## src/rtl/core/prr_pkg.sv

```systemverilog
// ----------------------------------------------------------------------------
// prr_pkg
// Shared types and constants of the polyphase rational resampler.
// ----------------------------------------------------------------------------
package prr_pkg;

    localparam int MAX_PHASES_DEF   = 64;
    localparam int MAX_TAPS_DEF     = 64;
    localparam int SAMPLE_WIDTH_DEF = 16;
    localparam int COEF_WIDTH_DEF   = 16;
    localparam int MAX_DOWN         = 64;
    localparam int RATIO_WIDTH      = 7;
    localparam int FIELD_WIDTH      = 6;
    localparam int QUEUE_DEPTH      = 2;

    // input actions
    localparam logic ACT_PUSH = 1'b0;
    localparam logic ACT_COEF = 1'b1;

    // register indexes
    localparam logic [1:0] REG_UP   = 2'd0;
    localparam logic [1:0] REG_DOWN = 2'd1;
    localparam logic [1:0] REG_TAPS = 2'd2;

    // back end sequencer
    typedef enum logic [1:0] {
        ST_IDLE,
        ST_MAC,
        ST_DRAIN,
        ST_OUT
    } mac_state_t;

endpackage

```

## src/rtl/core/prr_front.sv

```systemverilog
// ----------------------------------------------------------------------------
// prr_front
// Accepts items, drives coefficient writes and queues pushes.
// ----------------------------------------------------------------------------
module prr_front
    import prr_pkg::*;
#(
    parameter int MAX_PHASES   = MAX_PHASES_DEF,
    parameter int MAX_TAPS     = MAX_TAPS_DEF,
    parameter int SAMPLE_WIDTH = SAMPLE_WIDTH_DEF,
    parameter int COEF_WIDTH   = COEF_WIDTH_DEF,
    localparam int PW = (MAX_PHASES > 1) ? $clog2(MAX_PHASES) : 1,
    localparam int TW = (MAX_TAPS > 1) ? $clog2(MAX_TAPS) : 1
)
(
    input  logic                           clk,
    input  logic                           rst_n,
    input  logic                           in_valid,
    output logic                           in_ready,
    input  logic                           action,
    input  logic signed [SAMPLE_WIDTH-1:0] sample_i,
    input  logic signed [SAMPLE_WIDTH-1:0] sample_q,
    input  logic [FIELD_WIDTH-1:0]         coef_phase,
    input  logic [FIELD_WIDTH-1:0]         coef_tap,
    input  logic signed [COEF_WIDTH-1:0]   coef_value,
    // back end has no run in progress
    input  logic                           idle,
    // coefficient write port
    output logic                           cw_en,
    output logic [PW+TW-1:0]               cw_addr,
    output logic signed [COEF_WIDTH-1:0]   cw_data,
    // queued pushes
    output logic                           q_valid,
    input  logic                           q_take,
    output logic signed [SAMPLE_WIDTH-1:0] q_i,
    output logic signed [SAMPLE_WIDTH-1:0] q_q
);

    logic signed [SAMPLE_WIDTH-1:0] qi_reg [QUEUE_DEPTH];
    logic signed [SAMPLE_WIDTH-1:0] qq_reg [QUEUE_DEPTH];
    logic                           rd_reg, rd_next;
    logic                           wr_reg, wr_next;
    logic [1:0]                     cnt_reg, cnt_next;
    logic                           accept;
    logic                           push;
    logic                           addr_ok;

    // a push needs a free queue slot, a coefficient write waits until
    // every earlier push has been fully worked off
    assign in_ready = (action == ACT_COEF) ? ((cnt_reg == 2'd0) && idle)
                                           : (cnt_reg != 2'(QUEUE_DEPTH));
    assign accept   = in_valid && in_ready;
    assign push     = accept && (action == ACT_PUSH);

    // coefficient write, out of range addresses dropped
    assign addr_ok = (32'(coef_phase) < 32'(MAX_PHASES)) && (32'(coef_tap) < 32'(MAX_TAPS));
    assign cw_en   = accept && (action == ACT_COEF) && addr_ok;
    assign cw_addr = {PW'(coef_phase), TW'(coef_tap)};
    assign cw_data = coef_value;

    // queue pointers
    always_comb
    begin
        wr_next  = push ? ~wr_reg : wr_reg;
        rd_next  = q_take ? ~rd_reg : rd_reg;
        cnt_next = cnt_reg + 2'(push) - 2'(q_take);
    end

    always_ff @(posedge clk or negedge rst_n)
    begin
        if (!rst_n)
        begin
            wr_reg  <= 1'b0;
            rd_reg  <= 1'b0;
            cnt_reg <= 2'd0;
        end
        else
        begin
            wr_reg  <= wr_next;
            rd_reg  <= rd_next;
            cnt_reg <= cnt_next;
        end
    end

    // queue payload
    always_ff @(posedge clk)
    begin
        if (push)
        begin
            qi_reg[wr_reg] <= sample_i;
            qq_reg[wr_reg] <= sample_q;
        end
    end

    assign q_valid = (cnt_reg != 2'd0);
    assign q_i     = qi_reg[rd_reg];
    assign q_q     = qq_reg[rd_reg];

endmodule

```

## config.mk

```make
export PLATFORM = sky130hd
export DESIGN_NAME = prr_front
export DESIGN_NICKNAME = d
export VERILOG_FILES = /design/src/rtl/core/prr_pkg.sv /design/src/rtl/core/prr_front.sv
export SDC_FILE = /design/constraint.sdc
export NUM_CORES = 1
export LEC_CHECK = 0
export BUFFER_PORTS_ARGS = -buffer_cell sky130_fd_sc_hd__buf_2
export CAP_MARGIN = 40
export CORE_MARGIN = 1.5
export CORE_UTILIZATION = 47
export CTS_CLUSTER_DIAMETER = 100
export CTS_CLUSTER_SIZE = 20
export DETAILED_ROUTE_END_ITERATION = 10
export GPL_ROUTABILITY_DRIVEN = 0
export MAX_ROUTING_LAYER = met4
export PLACE_DENSITY = 0.83
export SYNTH_ARGS = -nofsm -noshare
export SYNTH_HDL_FRONTEND = slang
export SYNTH_SLANG_ARGS = --single-unit
```

## constraint.sdc

```tcl
create_clock -name clk -period 2.8 [get_ports clk]
set_input_delay 0.42 -clock clk [delete_from_list [all_inputs] [get_ports clk]]
set_output_delay 0.42 -clock clk [all_outputs]
set_load 0.02 [all_outputs]
```

==> qor.yml, run 1 <==
yosys:
  avgSynthCellArea_um2: 19.4
  synth_cells: 149
  synth_nets: 217
  ys_warn_count: 0
  ys_seq_elements: 68
  synth.distinct_cells: 17
  synth_seq_area_share: 0.700
  synth_area_mm2: 0.00289
timing:
  skew_ps: 3.02
  finalMaxSlewViolations: 0
  final-hold-violation-count: 0
  tightest_slew_ps: 442
  relSlewSlack: 0.705
  fin_crit_sh: 0.761
  setup_violations: 0
  finalSetupTns_ps: 0
  max_freq_mhz: 470
  setup_ws_ps: 670
  fin_crit_ps: 2130
  rsz0062_at_grt: "false"
die:
  core_mm2: 0.00592
  initial_core_util: 0.488
  ioPinCount: 129
  die_y_um: 81.4
  rows: 28
  die_area_mm2: 0.00663
  die_w_um: 81.4
final_layout:
  final_common_cell: "buf_2"
  mostFrequentLayoutCells: "buf_2, edfxtp_1, mux2_4"
  drive_gt1_frac: 0.595
  stdcell_count: 285
  nets: 273
  area_growth_pct: 13.9
  fillers: 458
  post-route-util: 0.556
  diodes: 0
critical_path:
  crit_path_top_delay_cell: "dfrtp_2"
  slowest_delay_ps: 650
  worstSetupStartpointType: "flop"
  crit_start: "rd_reg"
  criticalPathCategory: "flop to primary output"
  arrival_ps: 1710
  crit_fanout: 19
  end_kind: "primary output"
  cp_cell_sequence: "buf_12, mux2_4, buf_2"
  critical_path_buf_inv_count: 2
  r2r-start: "cnt_reg[0]"
  crit_family: "flip-flops"
  cp.required_ps: 2380
global_routing:
  grt-ovfl-total: 0
  grt_antenna_before_repair: 0
  grtUsageTotal: 0.146
  grt_pass1_wl_mm: 6.53
  grt_max_degree: 33
  first_global_vias: 1347
run:
  cap_violations: 0
power_and_ir_drop:
  peakVddDrop_mv: 0.400
  p_leak_nw: 1.33
  total_power_mw: 3.06
  power_density_mw_per_mm2: 929
clock_tree:
  cts_tree: "yes"
  cts_num_sinks: 68
  cts_made_buffers: 9
  clk_pin_slew_worst_paths_ps: 70
  cts_root_buffer: "clkbuf_8"
  cts_max_level: 3
  worstSkewPairLatency_ps: 320
  cts.path.max_buffers: 2
  cts_resized: 0
placed_design:
  pre_cts_slack_ps: 953
  place_inst: 268
  place_hpwl_mm: 3.34
  portBuffers: 72
detailed_routing:
  viasPerCell: 4.80
  vias: 1369
  drc: 0
  routed_wl_mm: 4.63
  drt-initial-drc-count: 60
  ant_nets: 0
  dr.pass1.iters: 4
  route.detailed.wl_per_inst_um: 16.2
outcome:
  outcome: "completed"
worst_hold_path:
  hold_start: "sample_q[12]"
  hold_path_class: "primary input to flop"
[Yosys cell counts (all sizes together)]
| master | n | area [µm²] |
|---|---|---|
| ha | 2 | 25.0 |
| nand2b | 2 | 12.5 |
| dfrtp | 4 | 100 |
| inv | 2 | 7.51 |
| nand3 | 1 | 5.00 |
| nor2 | 3 | 11.3 |
| a21boi | 1 | 7.51 |
| xor2 | 1 | 8.76 |
| mux2 | 32 | 469 |
| buf | 32 | 282 |
| or2 | 1 | 6.26 |
| edfxtp | 64 | 1920 |
| nand3b | 1 | 7.51 |
| xnor2 | 3 | 26.3 |
[metrics by stage]
| stage | hold slack [ps] | area [µm²] |
|---|---|---|
| global route | 268 | 3290 |
| finish | 286 | 3290 |
| detailed placement | 232 | 3120 |
| global placement | 228 | 3120 |
| floorplan | 124 | 2890 |
| CTS | 266 | 3290 |
[layout make-up]
cell class	instances	area, µm²	share of cell area
clock inverter	5	28.8	0.00874
multi-input combinational	47	594	0.181
timing repair buffer	77	413	0.125
tap	75	93.8	0.0285
clock buffer	11	131	0.0399
inverter	2	7.51	0.00228
sequential	68	2020	0.615
[where the power goes]
group / internal, mW / total (mW) / switching [mW]
Sequential: 1.28 / 1.38 / 0.104
Clock: 0.315 / 0.643 / 0.327
Combinational: 0.507 / 1.03 / 0.527
Total: 2.10 / 3.06 / 0.959
[per-layer routing]
layer / track usage / vias up / share of wire
li1: - / 633 / -
met1: 0.153 / 650 / 0.38
met2: 0.233 / 70 / 0.51
met3: 0.0289 / 16 / 0.076
met4: 0.126 / 0 / 0.033
met5: - / - / 0
[worst reg2reg max path, cell delays in order (launching register included)]
cell and delay [ps]:
dfrtp_1 380, nand2b_1 140, nand3b_1 250, nor2_4 340, buf_4 310
[kinds of logic after synthesis]
| group | Yosys count | share of synthesized area |
|---|---|---|
| buffers and inverters | 34 | 0.100 |
| XOR/XNOR | 4 | 0.0121 |
| flip-flops | 68 | 0.700 |
| adder cells (fa/ha/maj) | 2 | 0.00866 |
| multiplexers | 32 | 0.162 |
| AND/OR/NAND/NOR | 8 | 0.0147 |
| AO/OA/AOI/OAI | 1 | 0.00260 |
[path summary, 6_finish.rpt]
| kind | to | slack [ps] | cells past startpoint |
|---|---|---|---|
| worst max register to register | qi_reg[0][14] | 1060 | 4 |
| worst min register to register | cnt_reg[1] | 510 | 1 |
| max in group asynchronous | rd_reg | 2210 | 2 |
| min in group asynchronous | cnt_reg[1] | 450 | 2 |
| worst min-delay path | qq_reg[0][12] | 290 | 1 |
| worst max-delay path | q_q[5] | 670 | 3 |
[timing repair]
item / CTS / global route
endpoints found under the hold margin: 4 / 0
setup buffers: 0 / 0
hold buffers: 1 / 0
endpoints found under the setup margin: 0 / 0
Power figures use the tool's default switching activity.
==> run 2, diff against run 1 <==
Settings changed: ABC_AREA set to 1, CORE_UTILIZATION 47 to 43, PLACE_DENSITY 0.83 to 0.79.
Clock period 2.8 ns to 1.84 ns, I/O delays scaled along.
==> qor.yml, run 2 <==
detailed_routing:
  route.detailed.wl_per_inst_um: 13.3
  routed_wl_mm: 4.90
  dr.pass1.iters: 4
  ant_nets: 0
  viasPerCell: 4.70
  vias: 1729
  drc: 0
  drt-initial-drc-count: 60
clock_tree:
  cts.path.max_buffers: 2
  cts_root_buffer: "clkbuf_8"
  cts_tree: "yes"
  clk_pin_slew_worst_paths_ps: 70
  cts_setup_buffers: 0
  worstSkewPairLatency_ps: 330
  cts_made_buffers: 9
  cts_num_sinks: 68
  cts_max_level: 3
timing:
  final-hold-violation-count: 0
  tightest_slew_ps: 295
  skew_ps: 5.15
  fin_crit_sh: 0.897
  relSlewSlack: 0.803
  fin_crit_ps: 1650
  rsz0062_at_grt: "false"
  max_freq_mhz: 606
  finalMaxSlewViolations: 0
  finalSetupTns_ps: 0
  setup_violations: 0
yosys:
  synth_area_leaders: "edfxtp_1, o21ai_2, buf_4, inv_1, nand2_1"
  synth.distinct_cells: 15
  ys_top_cells_by_count: "edfxtp_1, inv_1, nand2_1"
  avgSynthCellArea_um2: 12.9
  ys_seq_elements: 68
  synth_nets: 296
  yosysTopAreaCellShare: 0.651
  yosysTopAreaCell: "edfxtp_1"
  synth_edf_count: 64
  synth_cells: 228
  synth_seq_area_share: 0.685
  async_reset_ff_frac: 0.0588
  yosysMostFrequentCell: "edfxtp_1"
  ys.flop_type: "edfxtp_1"
  ys_warn_count: 0
  synth_area_mm2: 0.00295
placed_design:
  portBuffers: 72
  place_hpwl_mm: 3.63
global_routing:
  grt_pass1_wl_mm: 7.98
  grt-ovfl-total: 0
  grt_max_degree: 35
  grt_antenna_before_repair: 0
  grtUsageTotal: 0.153
  first_global_vias: 1749
worst_hold_path:
  hold_path_class: "primary input to flop"
die:
  initial_core_util: 0.439
  die_w_um: 85.9
  core_mm2: 0.00672
  die_area_mm2: 0.00737
  die_y_um: 85.9
  ioPinCount: 129
  rows: 30
power_and_ir_drop:
  p_leak_nw: 1.50
  peakVddDrop_mv: 0.718
  power_density_mw_per_mm2: 1490
final_layout:
  diodes: 0
  fillers: 590
  nets: 351
  drive_gt1_frac: 0.424
  area_growth_pct: 16.0
  mostFrequentLayoutCells: "buf_2, edfxtp_1, inv_1"
  final_common_cell: "buf_2"
  post-route-util: 0.509
critical_path:
  cp.required_ps: 1560
  crit_fanout: 31
  arrival_ps: 1370
  worstSetupStartpointType: "flop"
  end_kind: "primary output"
  criticalPathCategory: "flop to primary output"
outcome:
  outcome: "completed"
run:
  cap_violations: 0
## run 2: changes by cell type after synthesis, sizes merged, moves of 2 or more
| cell | before | now |
|---|---|---|
| nand2 | 0 | 41 |
| buf | 32 | 35 |
| o21ai | 0 | 32 |
| xnor2 | 3 | 0 |
| nand2b | 2 | 0 |
| mux2 | 32 | 0 |
| inv | 2 | 42 |
| nand4 | 0 | 2 |
## run 2: critical path, cell delays in order, from the launching register on
cell     delay (ps)
dfrtp_2         430
buf_12          170
o21ai_0         230
buf_2           210
## run 2: cell families after synthesis
family	synth area share
XOR/XNOR	0.00297
adder cells (fa/ha/maj)	0.00848
buffers and inverters	0.150
AO/OA/AOI/OAI	0.0911
AND/OR/NAND/NOR	0.0623
flip-flops	0.685
## run 2: power by group
group	switching [mW]	internal [mW]	total, mW	leakage, nW
registers	0.0701	1.94	2.01	0.632
clock network	0.522	0.762	1.28	0.102
logic	1.21	0.609	1.82	0.766
total	1.80	3.31	5.11	1.50
## run 2: worst paths after layout
check                               endpoint  slack, ps  depth (start not counted)        start
worst min-delay path            qi_reg[0][6]        130                          1  sample_i[6]
max in group asynchronous             rd_reg       1410                          2        rst_n
min in group asynchronous         cnt_reg[0]        280                          2        rst_n
worst max-delay path                  q_i[1]        190                          3       rd_reg
worst min register to register        wr_reg        500                          2       wr_reg
worst max register to register    cnt_reg[1]        290                          8   cnt_reg[0]
## run 2: through the flow
stage               cell area, µm²  instances  power (mW)  hold slack, ps  worst slack, ps
floorplan                     2960        228        3.50           -19.6              207
global placement              3190        351        3.84            88.1              410
detailed placement            3190        351        3.88            96.9              327
CTS                           3420        368        5.18             108             52.6
global route                  3420        368        5.42             103             61.6
finish                        3420        368        5.11             129              189
## run 2: what timing repair did
action	4_1_cts	5_1_grt
hold buffers	1	0
resized for setup	0	1
endpoints found under the setup margin	0	13
endpoints found under the hold margin	4	0
## run 2: layer usage
metal  track usage  routed length [µm]  up-vias
met5             -                   0        -
met4         0.125                 295        0
met3        0.0462                 335       32
met2         0.258                2630       60
met1         0.142                1640      804
li1              -                   -      833
## run 2: layout make-up
cell class	count	area, µm²	share of cell area
flip-flops and latches	68	2020	0.591
multi-input cells	83	494	0.144
repair buffers	79	432	0.126
inverters	42	158	0.0461
clock buffers	10	128	0.0373
well taps	80	100	0.0292
clock inverters	6	88.8	0.0260
